`src/hdl/uv_sphere_mesh_generator_assert.svh`:
```
// Assertion macros shared by the sphere mesh generator modules.
`ifndef UV_SPHERE_MESH_GENERATOR_ASSERT_SVH
`define UV_SPHERE_MESH_GENERATOR_ASSERT_SVH
`ifndef SYNTHESIS
`define UVS_ASSERT_IMPL(lbl, ante, cons, msg) \
  lbl: assert property (@(posedge clk) disable iff (!rst_n) (ante) |-> (cons)) \
    else $error(msg);
`define UVS_ASSERT_NEXT(lbl, ante, cons, msg) \
  lbl: assert property (@(posedge clk) disable iff (!rst_n) (ante) |=> (cons)) \
    else $error(msg);
`else
`define UVS_ASSERT_IMPL(lbl, ante, cons, msg)
`define UVS_ASSERT_NEXT(lbl, ante, cons, msg)
`endif
`endif

```
`src/hdl/uvs_pkg.sv`:
```
// Types, constants and arithmetic helpers of the sphere mesh generator.
package uvs_pkg;

  localparam int MAX_SEGMENTS = 255;
  localparam int TRIG_BITS    = 16;
  localparam int CFG_IDX_W    = 2;
  localparam int STAGES       = 19;

  typedef enum logic [CFG_IDX_W-1:0] {
    REG_RADIUS    = 2'd0,
    REG_SEG_COUNT = 2'd1
  } cfg_reg_t;

  typedef enum logic {
    REQ_VERTEX = 1'b0,
    REQ_QUAD   = 1'b1
  } req_t;

  localparam logic [15:0] RADIUS_RST    = 16'd8192;
  localparam logic [7:0]  SEG_COUNT_RST = 8'd32;

  localparam logic [30:0] HALF_PI_Q30 = 31'd1686629713;
  localparam logic [31:0] Q30_ONE     = 32'h4000_0000;
  localparam logic [15:0] QUARTER     = 16'(1 << (TRIG_BITS - 2));

  localparam logic [31:0] RCP72 = 32'((64'd1 << 32) / 72);
  localparam logic [31:0] RCP42 = 32'((64'd1 << 32) / 42);
  localparam logic [31:0] RCP20 = 32'((64'd1 << 32) / 20);
  localparam logic [31:0] RCP6  = 32'((64'd1 << 32) / 6);

  typedef logic [32:0] rcp_tab_t [256];

  typedef struct packed {
    logic [14:0] arg;
    logic        neg;
  } fold_t;

  typedef struct packed {
    logic [15:0] pos_x;
    logic [15:0] pos_y;
    logic [15:0] pos_z;
    logic [15:0] norm_x;
    logic [15:0] norm_y;
    logic [15:0] norm_z;
  } geo_t;

  typedef struct packed {
    req_t        typ;
    logic [15:0] tex_u;
    logic [15:0] tex_v;
    logic [15:0] base;
  } side_t;

  function automatic rcp_tab_t gen_rcp_tab();
    rcp_tab_t    tab;
    logic [32:0] rem;
    logic [32:0] q;
    for (int n = 0; n < 256; n++) begin
      rem = '0;
      q   = '0;
      for (int b = 32; b >= 0; b--) begin
        rem = {rem[31:0], (b == 32)};
        if (n != 0 && rem >= 33'(n)) begin
          rem  = rem - 33'(n);
          q[b] = 1'b1;
        end
      end
      tab[n] = q;
    end
    return tab;
  endfunction

  function automatic fold_t fold(input logic [15:0] p);
    fold_t f;
    f.neg = p[15];
    f.arg = p[14] ? 15'(QUARTER) - {1'b0, p[13:0]} : {1'b0, p[13:0]};
    return f;
  endfunction

  function automatic logic [31:0] mul_q30(input logic [31:0] a, input logic [31:0] b);
    logic [63:0] p;
    p = {32'b0, a} * {32'b0, b} + 64'h2000_0000;
    return p[61:30];
  endfunction

  function automatic logic [31:0] rcp_mul(input logic [31:0] v, input logic [31:0] m);
    logic [63:0] p;
    p = {32'b0, v} * {32'b0, m};
    return p[63:32];
  endfunction

  function automatic logic [31:0] rcp_fix(input logic [31:0] v, input logic [31:0] q0,
                                          input logic [7:0] d);
    logic [31:0] r;
    r = v - 32'(q0 * {24'b0, d});
    return (r >= {24'b0, d}) ? q0 + 32'd1 : q0;
  endfunction

  function automatic logic [30:0] mag31(input logic [31:0] v);
    logic [31:0] n;
    n = 32'd0 - v;
    return v[31] ? n[30:0] : v[30:0];
  endfunction

  function automatic logic [15:0] sat_s16(input logic [16:0] m, input logic neg);
    logic [16:0] n;
    n = 17'd0 - m;
    if (neg) begin
      return (m > 17'd32768) ? 16'h8000 : n[15:0];
    end
    return (m > 17'd32767) ? 16'h7FFF : m[15:0];
  endfunction

endpackage

```
`src/hdl/uvs_out.sv`:
```
// Output register that sends one vertex item or two triangle items.
`include "uv_sphere_mesh_generator_assert.svh"
module uvs_out (
  input  logic           clk,
  input  logic           rst_n,
  input  logic           in_valid,
  input  uvs_pkg::geo_t  geo,
  input  uvs_pkg::side_t side,
  input  logic [7:0]     n,
  output logic           load_ok,
  output logic           out_tvalid,
  input  logic           out_tready,
  // pos_x, pos_y, pos_z, tex_u, tex_v, norm_x, norm_y, norm_z, tri_a, tri_b, tri_c
  output logic [175:0]   out_tdata,
  output logic           out_tlast
);
  import uvs_pkg::*;

  logic        ov_r, last_r;
  geo_t        geo_r;
  logic [15:0] tex_u_r, tex_v_r, tri_a_r, tri_b_r, tri_c_r;
  logic        ld, adv, quad;

  assign load_ok = !ov_r || (out_tready && last_r);
  assign ld      = load_ok && in_valid;
  assign adv     = ov_r && out_tready && !last_r;
  assign quad    = (side.typ == REQ_QUAD);

  always_ff @(posedge clk) begin
    if (!rst_n) begin
      ov_r   <= 1'b0;
      last_r <= 1'b0;
    end else if (load_ok) begin
      ov_r <= in_valid;
      if (in_valid) last_r <= !quad;
    end else if (adv) begin
      last_r <= 1'b1;
    end
  end

  always_ff @(posedge clk) begin
    if (ld) begin
      geo_r   <= quad ? '0 : geo;
      tex_u_r <= quad ? 16'd0 : side.tex_u;
      tex_v_r <= quad ? 16'd0 : side.tex_v;
      tri_a_r <= quad ? side.base : 16'd0;
      tri_b_r <= quad ? side.base + 16'd1 : 16'd0;
      tri_c_r <= quad ? side.base + {8'b0, n} + 16'd1 : 16'd0;
    end else if (adv) begin
      tri_a_r <= tri_b_r;
      tri_b_r <= tri_c_r + 16'd1;
    end
  end

  assign out_tvalid = ov_r;
  assign out_tlast  = last_r;
  assign out_tdata  = {tri_c_r, tri_b_r, tri_a_r, geo_r.norm_z, geo_r.norm_y, geo_r.norm_x,
                       tex_v_r, tex_u_r, geo_r.pos_z, geo_r.pos_y, geo_r.pos_x};

  `UVS_ASSERT_NEXT(a_second_tri, ov_r && out_tready && !last_r, ov_r && last_r, "second triangle missing")
  `UVS_ASSERT_IMPL(a_first_tri, ov_r && !last_r, tri_b_r == tri_a_r + 16'd1, "first triangle indices")
  `UVS_ASSERT_NEXT(a_shared_edge, ov_r && out_tready && !last_r, tri_a_r == $past(tri_b_r), "shared edge lost")

endmodule

```
`config.mk`:
```
export PLATFORM = sky130hd
export DESIGN_NAME = uvs_out
export DESIGN_NICKNAME = d
export VERILOG_FILES = /design/src/hdl/uvs_pkg.sv /design/src/hdl/uvs_out.sv
export VERILOG_INCLUDE_DIRS = /design/src /design/src/hdl
export SDC_FILE = /design/constraint.sdc
export NUM_CORES = 1
export LEC_CHECK = 0
export ABC_AREA = 1
export ABC_CLOCK_PERIOD_IN_PS = 4000
export BUFFER_PORTS_ARGS = -buffer_cell sky130_fd_sc_hd__clkbuf_2
export CAP_MARGIN = 20
export CORE_MARGIN = 5
export CORE_UTILIZATION = 49
export CTS_CLUSTER_SIZE = 16
export DETAILED_ROUTE_END_ITERATION = 10
export PLACE_DENSITY = 0.81
export RECOVER_POWER = 50
export SLEW_MARGIN = 20
export SYNTH_ARGS = -nofsm -noshare
export SYNTH_HDL_FRONTEND = slang
export SYNTH_SLANG_ARGS = --single-unit
export TNS_END_PERCENT = 50
```
`constraint.sdc`:
```
create_clock -name clk -period 4 [get_ports clk]
set_clock_uncertainty 0.05 [all_clocks]
set_input_delay 0.4 -clock clk [delete_from_list [all_inputs] [get_ports clk]]
set_output_delay 0.4 -clock clk [all_outputs]
set_load 0.01 [all_outputs]
```
==> results of run 1 <==
[through the flow]
stage | cell area [sq um] | setup WS [ns] | power [mW] | utilization | hold WS [ns]
after detailed placement | 10000 | 1.78 | 2.95 | 0.609 | 0.496
final | 10300 | 1.28 | 4.47 | 0.628 | 0.161
after CTS | 10600 | 1.96 | 4.54 | 0.643 | 0.145
after global placement | 10000 | 1.83 | 2.93 | 0.609 | 0.483
after global routing | 10300 | 1.08 | 4.68 | 0.628 | 0.185
after floorplan | 8140 | 0.213 | 2.66 | - | 0.486
[power by group]
group | leakage, nW | internal (mW) | total [mW] | switching, mW
Combinational | 2.80 | 0.197 | 0.584 | 0.388
Sequential | 1.75 | 2.23 | 2.29 | 0.0544
Clock | 0.270 | 0.868 | 1.60 | 0.735
Total | 4.82 | 3.30 | 4.47 | 1.18
[synthesized netlist by cell type (all sizes together)]
library cell  count  area (sq um)
a21boi            2          15.0
a21o              1          7.51
a21oi            17          96.4
a22o              1          8.76
a31oi             1          6.26
and2              1          6.26
buf              21           118
clkbuf            1          3.75
dfxtp             2          40.0
edfxtp          176          5290
fa                1          20.0
ha               10           125
inv             185           694
nand2           133           519
nand3            41           215
nand4             3          18.8
nor2            165           657
nor3              5          30.0
o21ai            33           169
o21bai            1          7.51
o22ai             4          25.0
o2bb2ai           2          17.5
xnor2             3          26.3
xor2              3          26.3
[placed cells by master, fill, tap and decap left out, types with 2 or more instances in the layout]
cell,instances
a21boi_0,2
a21oi_1,16
buf_4,3
clkbuf_1,181
clkbuf_16,17
clkbuf_2,155
clkinv_1,2
clkinv_2,2
clkinvlp_4,2
dfxtp_1,2
edfxtp_1,176
ha_1,10
inv_1,184
inv_6,4
inv_8,2
nand2_1,130
nand2_2,2
nand3_1,39
nand3_2,2
nand4_1,3
nor2_1,158
nor2_2,3
nor2_4,4
nor3_1,4
o21ai_0,29
o21ai_1,3
o22ai_1,4
o2bb2ai_1,2
xnor2_1,3
xor2_1,3
[tightest hold or removal path, stage by stage]
cell and delay, ns:
clkbuf_2 0.09, o21ai_0 0.07, nor2_1 0.04
[cell families after synthesis]
kind of cell,synth area share
compound gates,0.0434
xor+xnor,0.00646
fa+ha+maj,0.0178
buf+inv,0.100
flops,0.654
simple gates,0.178
[area by class of cell]
type	count	share of cell area
Sequential cell	178	0.515
Multi-Input combinational cell	427	0.192
Timing Repair Buffer	339	0.144
Inverter	185	0.0672
Clock buffer	18	0.0415
Tap cell	220	0.0266
Clock inverter	14	0.0125
Antenna cell	1	0.000242
[final timing paths]
check        slack (ns)        start          end  cells after the start
max                1.28    out_tlast  tri_b_r[11]                      6
min                0.16        rst_n    out_tlast                      3
max reg2reg        1.28    out_tlast  tri_b_r[11]                      6
min reg2reg        0.50  tri_b_r[14]  tri_a_r[14]                      2
[registers in the layout, summed over array words and instances (netlist names)]
| signal | count |
|---|---|
| out_tvalid | 1 |
| tri_b_r | 16 |
| out_tdata | 96 |
| tex_u_r | 16 |
| out_tlast | 1 |
| tri_a_r | 16 |
| tex_v_r | 16 |
| tri_c_r | 16 |
[layer usage]
layer,vias up,part of all wire,global-route usage
li1,3238,-,-
met5,-,0,0
met2,315,0.49,0.360
met3,53,0.10,0.0910
met1,2945,0.36,0.245
met4,0,0.038,0.104
==> results.ini, run 1 <==
[sta]
max_freq_mhz=368
hold_viol_final=0
tns_ns=0
final_max_slew_viol_count=73
slew_headroom=-0.184
min_period_ns=2.72
finalSetupViolations=0
grt_setup_unrepaired=false
tightest_slew_ns=1.78
post-route-period-util=0.679

[critical_path]
cp.required_ns=4.13
cpMostUsedCell=nand2_1
critPathKind=register to register
cp_max_fo=72
cp-start-kind=register
cp.arrival_ns=2.85
cp_slowest_stage_delay_ns=1.30
crit_slowest_cell=clkbuf_2
cpLargestDelayFamily=buffers and inverters
cp_num_buf_inv=1
end_kind=register
path_cells=nand2_1, a21oi_4, clkbuf_2, a21oi_1, o21ai_0, nand2_1

[place]
place.gp.congestion=0.892
placed_cells=1349
io_buffers=335
dp_hpwl_um=16300

[pwr]
ir_worst_vdd_uv=275
power_leakage_nw=4.82
power.density_nw_per_um2=433

[routing]
ant_nets=0
routedWlPerCell_um=15.4
drc=0
vias=6551
routed_wirelength_um=21200
vias_per_cell=4.74
drt_iter0_drc=536
firstDrtPassIters=5

[synth]
syn_area_sq_um=8140
ys_warn_count=0
synthCells=812
seq_area_frac_synth=0.654
synth_seq_cells=178
synth_area_per_cell_sq_um=10.0
synth_nets=980
synth_cell_types=37

[die]
rows=47
die_area_sq_um=19300
coreArea_sq_um=16500
start_util=0.494
ios=336
die-height_um=139
dieWidth_um=139

[global_route]
grt_pass1_wl_um=33300
grt_pass1_vias=6608
antenna_found_initial=1
grt_max_degree=90
track_usage=0.218
grt-ovfl-total=0

[clocking]
cts_inserted_buffers=17
root_buffer=clkbuf_16
cts_hold_buf=0
clk_pin_slew_ns=0.07
cts_tree=yes
clockBufferDepth=2
htreeDepth=4
cts_setup_buffers=0
cts_sinks=178
ctsResizeCount=0
clk_latency_ns=0.42

[run_status]
violations=max-capacitance violations, max-slew violations
status=finished, violations left

[final_layout]
instances_no_fill=1382
regArea_sq_um=5330
fill_cells=1430
multi_input_area_sq_um=1990
synthToLayoutAreaGrowth_pct=27.0
fin_nets=1316
drive_gt1_frac=0.176

[worst_hold_path]
hold_class=input pin to register

[flow_run]
maxCapViolCount=1

No activity file was read; power rests on OpenSTA's default activity.
==> run 2, diff against run 1 <==
--- a/config.mk
+++ b/config.mk
@@ -6,15 +6,15 @@
 export SDC_FILE = /design/constraint.sdc
 export NUM_CORES = 1
 export LEC_CHECK = 0
-export ABC_AREA = 1
-export ABC_CLOCK_PERIOD_IN_PS = 4000
+export ABC_AREA = 0
+export ABC_CLOCK_PERIOD_IN_PS = 2790
 export BUFFER_PORTS_ARGS = -buffer_cell sky130_fd_sc_hd__clkbuf_2
 export CAP_MARGIN = 20
 export CORE_MARGIN = 5
-export CORE_UTILIZATION = 49
+export CORE_UTILIZATION = 48
 export CTS_CLUSTER_SIZE = 16
 export DETAILED_ROUTE_END_ITERATION = 10
-export PLACE_DENSITY = 0.81
+export PLACE_DENSITY = 0.8
 export RECOVER_POWER = 50
 export SLEW_MARGIN = 20
 export SYNTH_ARGS = -nofsm -noshare
==> constraint.sdc (replaced) <==
create_clock -name clk -period 2.79 [get_ports clk]
set_clock_uncertainty 0.05 [all_clocks]
set_input_delay 0.279 -clock clk [delete_from_list [all_inputs] [get_ports clk]]
set_output_delay 0.279 -clock clk [all_outputs]
set_load 0.01 [all_outputs]
==> results.ini, run 2 <==
[run_status]
status=finished, final reports clean

[sta]
tns_ns=0  ; unchanged
max_freq_mhz=474
finalSetupViolations=0  ; unchanged
hold_slack_ns=0.0359  ; -0.125 ns
hold_viol_final=0  ; unchanged
post-route-period-util=0.756
grt_setup_unrepaired=false
min_period_ns=2.11
slew_headroom=0.0128  ; +0.196
tightest_slew_ns=1.48  ; -0.294 ns
final_max_slew_viol_count=0  ; -100%

[pwr]
power_leakage_nw=3.94  ; -18%
power.density_nw_per_um2=636  ; +47%
ir_worst_vdd_uv=392  ; +42%

[synth]
yosysMostFrequentCell=edfxtp_1
synth_top_area_frac=0.673  ; +0.0232
synthCells=586  ; -28%
synth_area_leader_cell=edfxtp_1
synth_common_cells=edfxtp_1 (176), nor2b_1 (131), nand2_1 (42)
synth_nets=754  ; -23%
synth_seq_cells=178  ; unchanged
syn_area_sq_um=7860  ; -3.4%
synth_edf_count=176  ; unchanged
synth-main-ff-cell=edfxtp_1
synth_cell_types=48  ; +30%
seq_area_frac_synth=0.678  ; +0.0233
synth_area_per_cell_sq_um=13.4  ; +34%
synthTopCellsByArea=edfxtp_1 (67%), nor2b_1 (10%), xnor2_1 (2.3%), nand2_1 (2.0%), ha_1 (1.6%)
ys_warn_count=0  ; unchanged
ys_async_sr_fraction=0  ; unchanged

[die]
start_util=0.491  ; -0.00314
coreArea_sq_um=16000  ; -2.8%
die-height_um=138  ; -0.67%
die_area_sq_um=19000  ; -1.3%
dieWidth_um=138  ; -0.67%
ios=336  ; unchanged
rows=46  ; -2.1%

[clocking]
clk_latency_ns=0.42  ; about the same
cts_sinks=178  ; unchanged
cts_setup_buffers=0  ; unchanged
ctsResizeCount=0  ; unchanged
htreeDepth=4  ; unchanged
cts_tree=yes
cts_inserted_buffers=17  ; unchanged
clk_pin_slew_ns=0.07  ; about the same
root_buffer=clkbuf_16
cts_hold_buf=0  ; unchanged
clockBufferDepth=2  ; unchanged

[routing]
vias_per_cell=5.15  ; +8.6%
vias=5894  ; -10%
firstDrtPassIters=5  ; unchanged
routedWlPerCell_um=19.0  ; +24%
drt_iter0_drc=357  ; -33%
routed_wirelength_um=21700  ; +2.3%
ant_nets=0  ; unchanged
drc=0  ; unchanged

[final_layout]
fin_area_sq_um=10200  ; -1.5%
drive_gt1_frac=0.265  ; +0.0891
mostFrequentLayoutCell=clkbuf_2
fin_nets=1084  ; -18%
fill_cells=1304  ; -8.8%
largest_reg_flops=96  ; unchanged
synthToLayoutAreaGrowth_pct=29.5
insertedDiodeCount=0  ; -1
most-common-layout-cells=clkbuf_2 (200), edfxtp_1 (176), clkbuf_1 (136), nor2b_1 (131), nand2_1 (42)

[critical_path]
end_kind=register
cp.arrival_ns=2.29  ; -0.56 ns
critPathKind=input pin to register
cp_max_fo=37  ; -49%
cp.required_ns=2.97  ; -1.16 ns
cp-start-kind=input pin

[global_route]
grt_pass1_wl_um=31000  ; -7.0%
antenna_found_initial=1  ; unchanged
grt_max_degree=108  ; +20%
grt_pass1_vias=5563  ; -16%
track_usage=0.218  ; +0.000607
grt-ovfl-total=0  ; unchanged

[place]
dp_hpwl_um=16700  ; +2.0%
place.gp.congestion=0.943  ; +5.8%
io_buffers=335  ; unchanged
place_area_sq_um=9770  ; -2.5%

[flow_run]
maxCapViolCount=0  ; -1

[worst_hold_path]
hold_class=input pin to register

==> run 2: metal layers <==
| metal | track usage | routed length [um] |
|---|---|---|
| met5 | 0 | 14 |
| met4 | 0.0911 | 661 |
| met3 | 0.0675 | 2400 |
| met2 | 0.378 | 11000 |
| met1 | 0.251 | 7600 |
==> run 2: power by group <==
part	switching (mW)	internal, mW	total, mW
Sequential	0.0872	3.20	3.29
Clock	1.09	1.19	2.28
Combinational	0.552	0.341	0.893
Total	1.73	4.74	6.47
==> run 2: worst max-delay path, stage by stage <==
cell,delay [ns]
buf_4,0.29
clkbuf_1,1.11
nand3b_1,0.21
o221a_2,0.30
o311ai_1,0.07
==> run 2: worst paths after layout <==
check / from / end / slack [ns] / depth (start not counted)
max reg2reg: out_tvalid / tri_b_r[6] / 0.82 / 5
min reg2reg: tri_b_r[1] / tri_a_r[1] / 0.51 / 2
min: rst_n / out_tlast / 0.04 / 2
max: side[48] / tri_c_r[11] / 0.68 / 5
==> run 2: kinds of logic (layout without fill, tap and decap cells) <==
kind of cell,after synthesis,in the layout,share of synthesized area
muxes,3,3,0.00382
buffers and inverters,43,386,0.0218
DFF,178,178,0.678
adders and majority gates,11,11,0.0185
xor gates and xnor gates,31,31,0.0346
and+or+nand+nor,250,250,0.182
AOI/OAI and AO/OA,70,70,0.0613
==> run 2: final cells by class <==
cell class | count | area [sq um] | area share
Timing Repair Buffer | 342 | 1590 | 0.156
Clock buffer | 18 | 429 | 0.0422
Clock inverter | 14 | 146 | 0.0144
Inverter | 12 | 50.0 | 0.00492
Tap cell | 216 | 270 | 0.0266
Sequential cell | 178 | 5330 | 0.523
Multi-Input combinational cell | 365 | 2370 | 0.233
==> run 2: per-stage QoR <==
stage                util  power, mW  setup WS [ns]  instances
global route        0.636       6.75          0.475       1145
CTS                 0.647       6.56          0.801       1145
detailed placement  0.611       4.28          0.456       1113
finish              0.636       6.47          0.679       1145
global placement    0.611       4.26          0.489       1113
floorplan               -       3.82          0.209        586
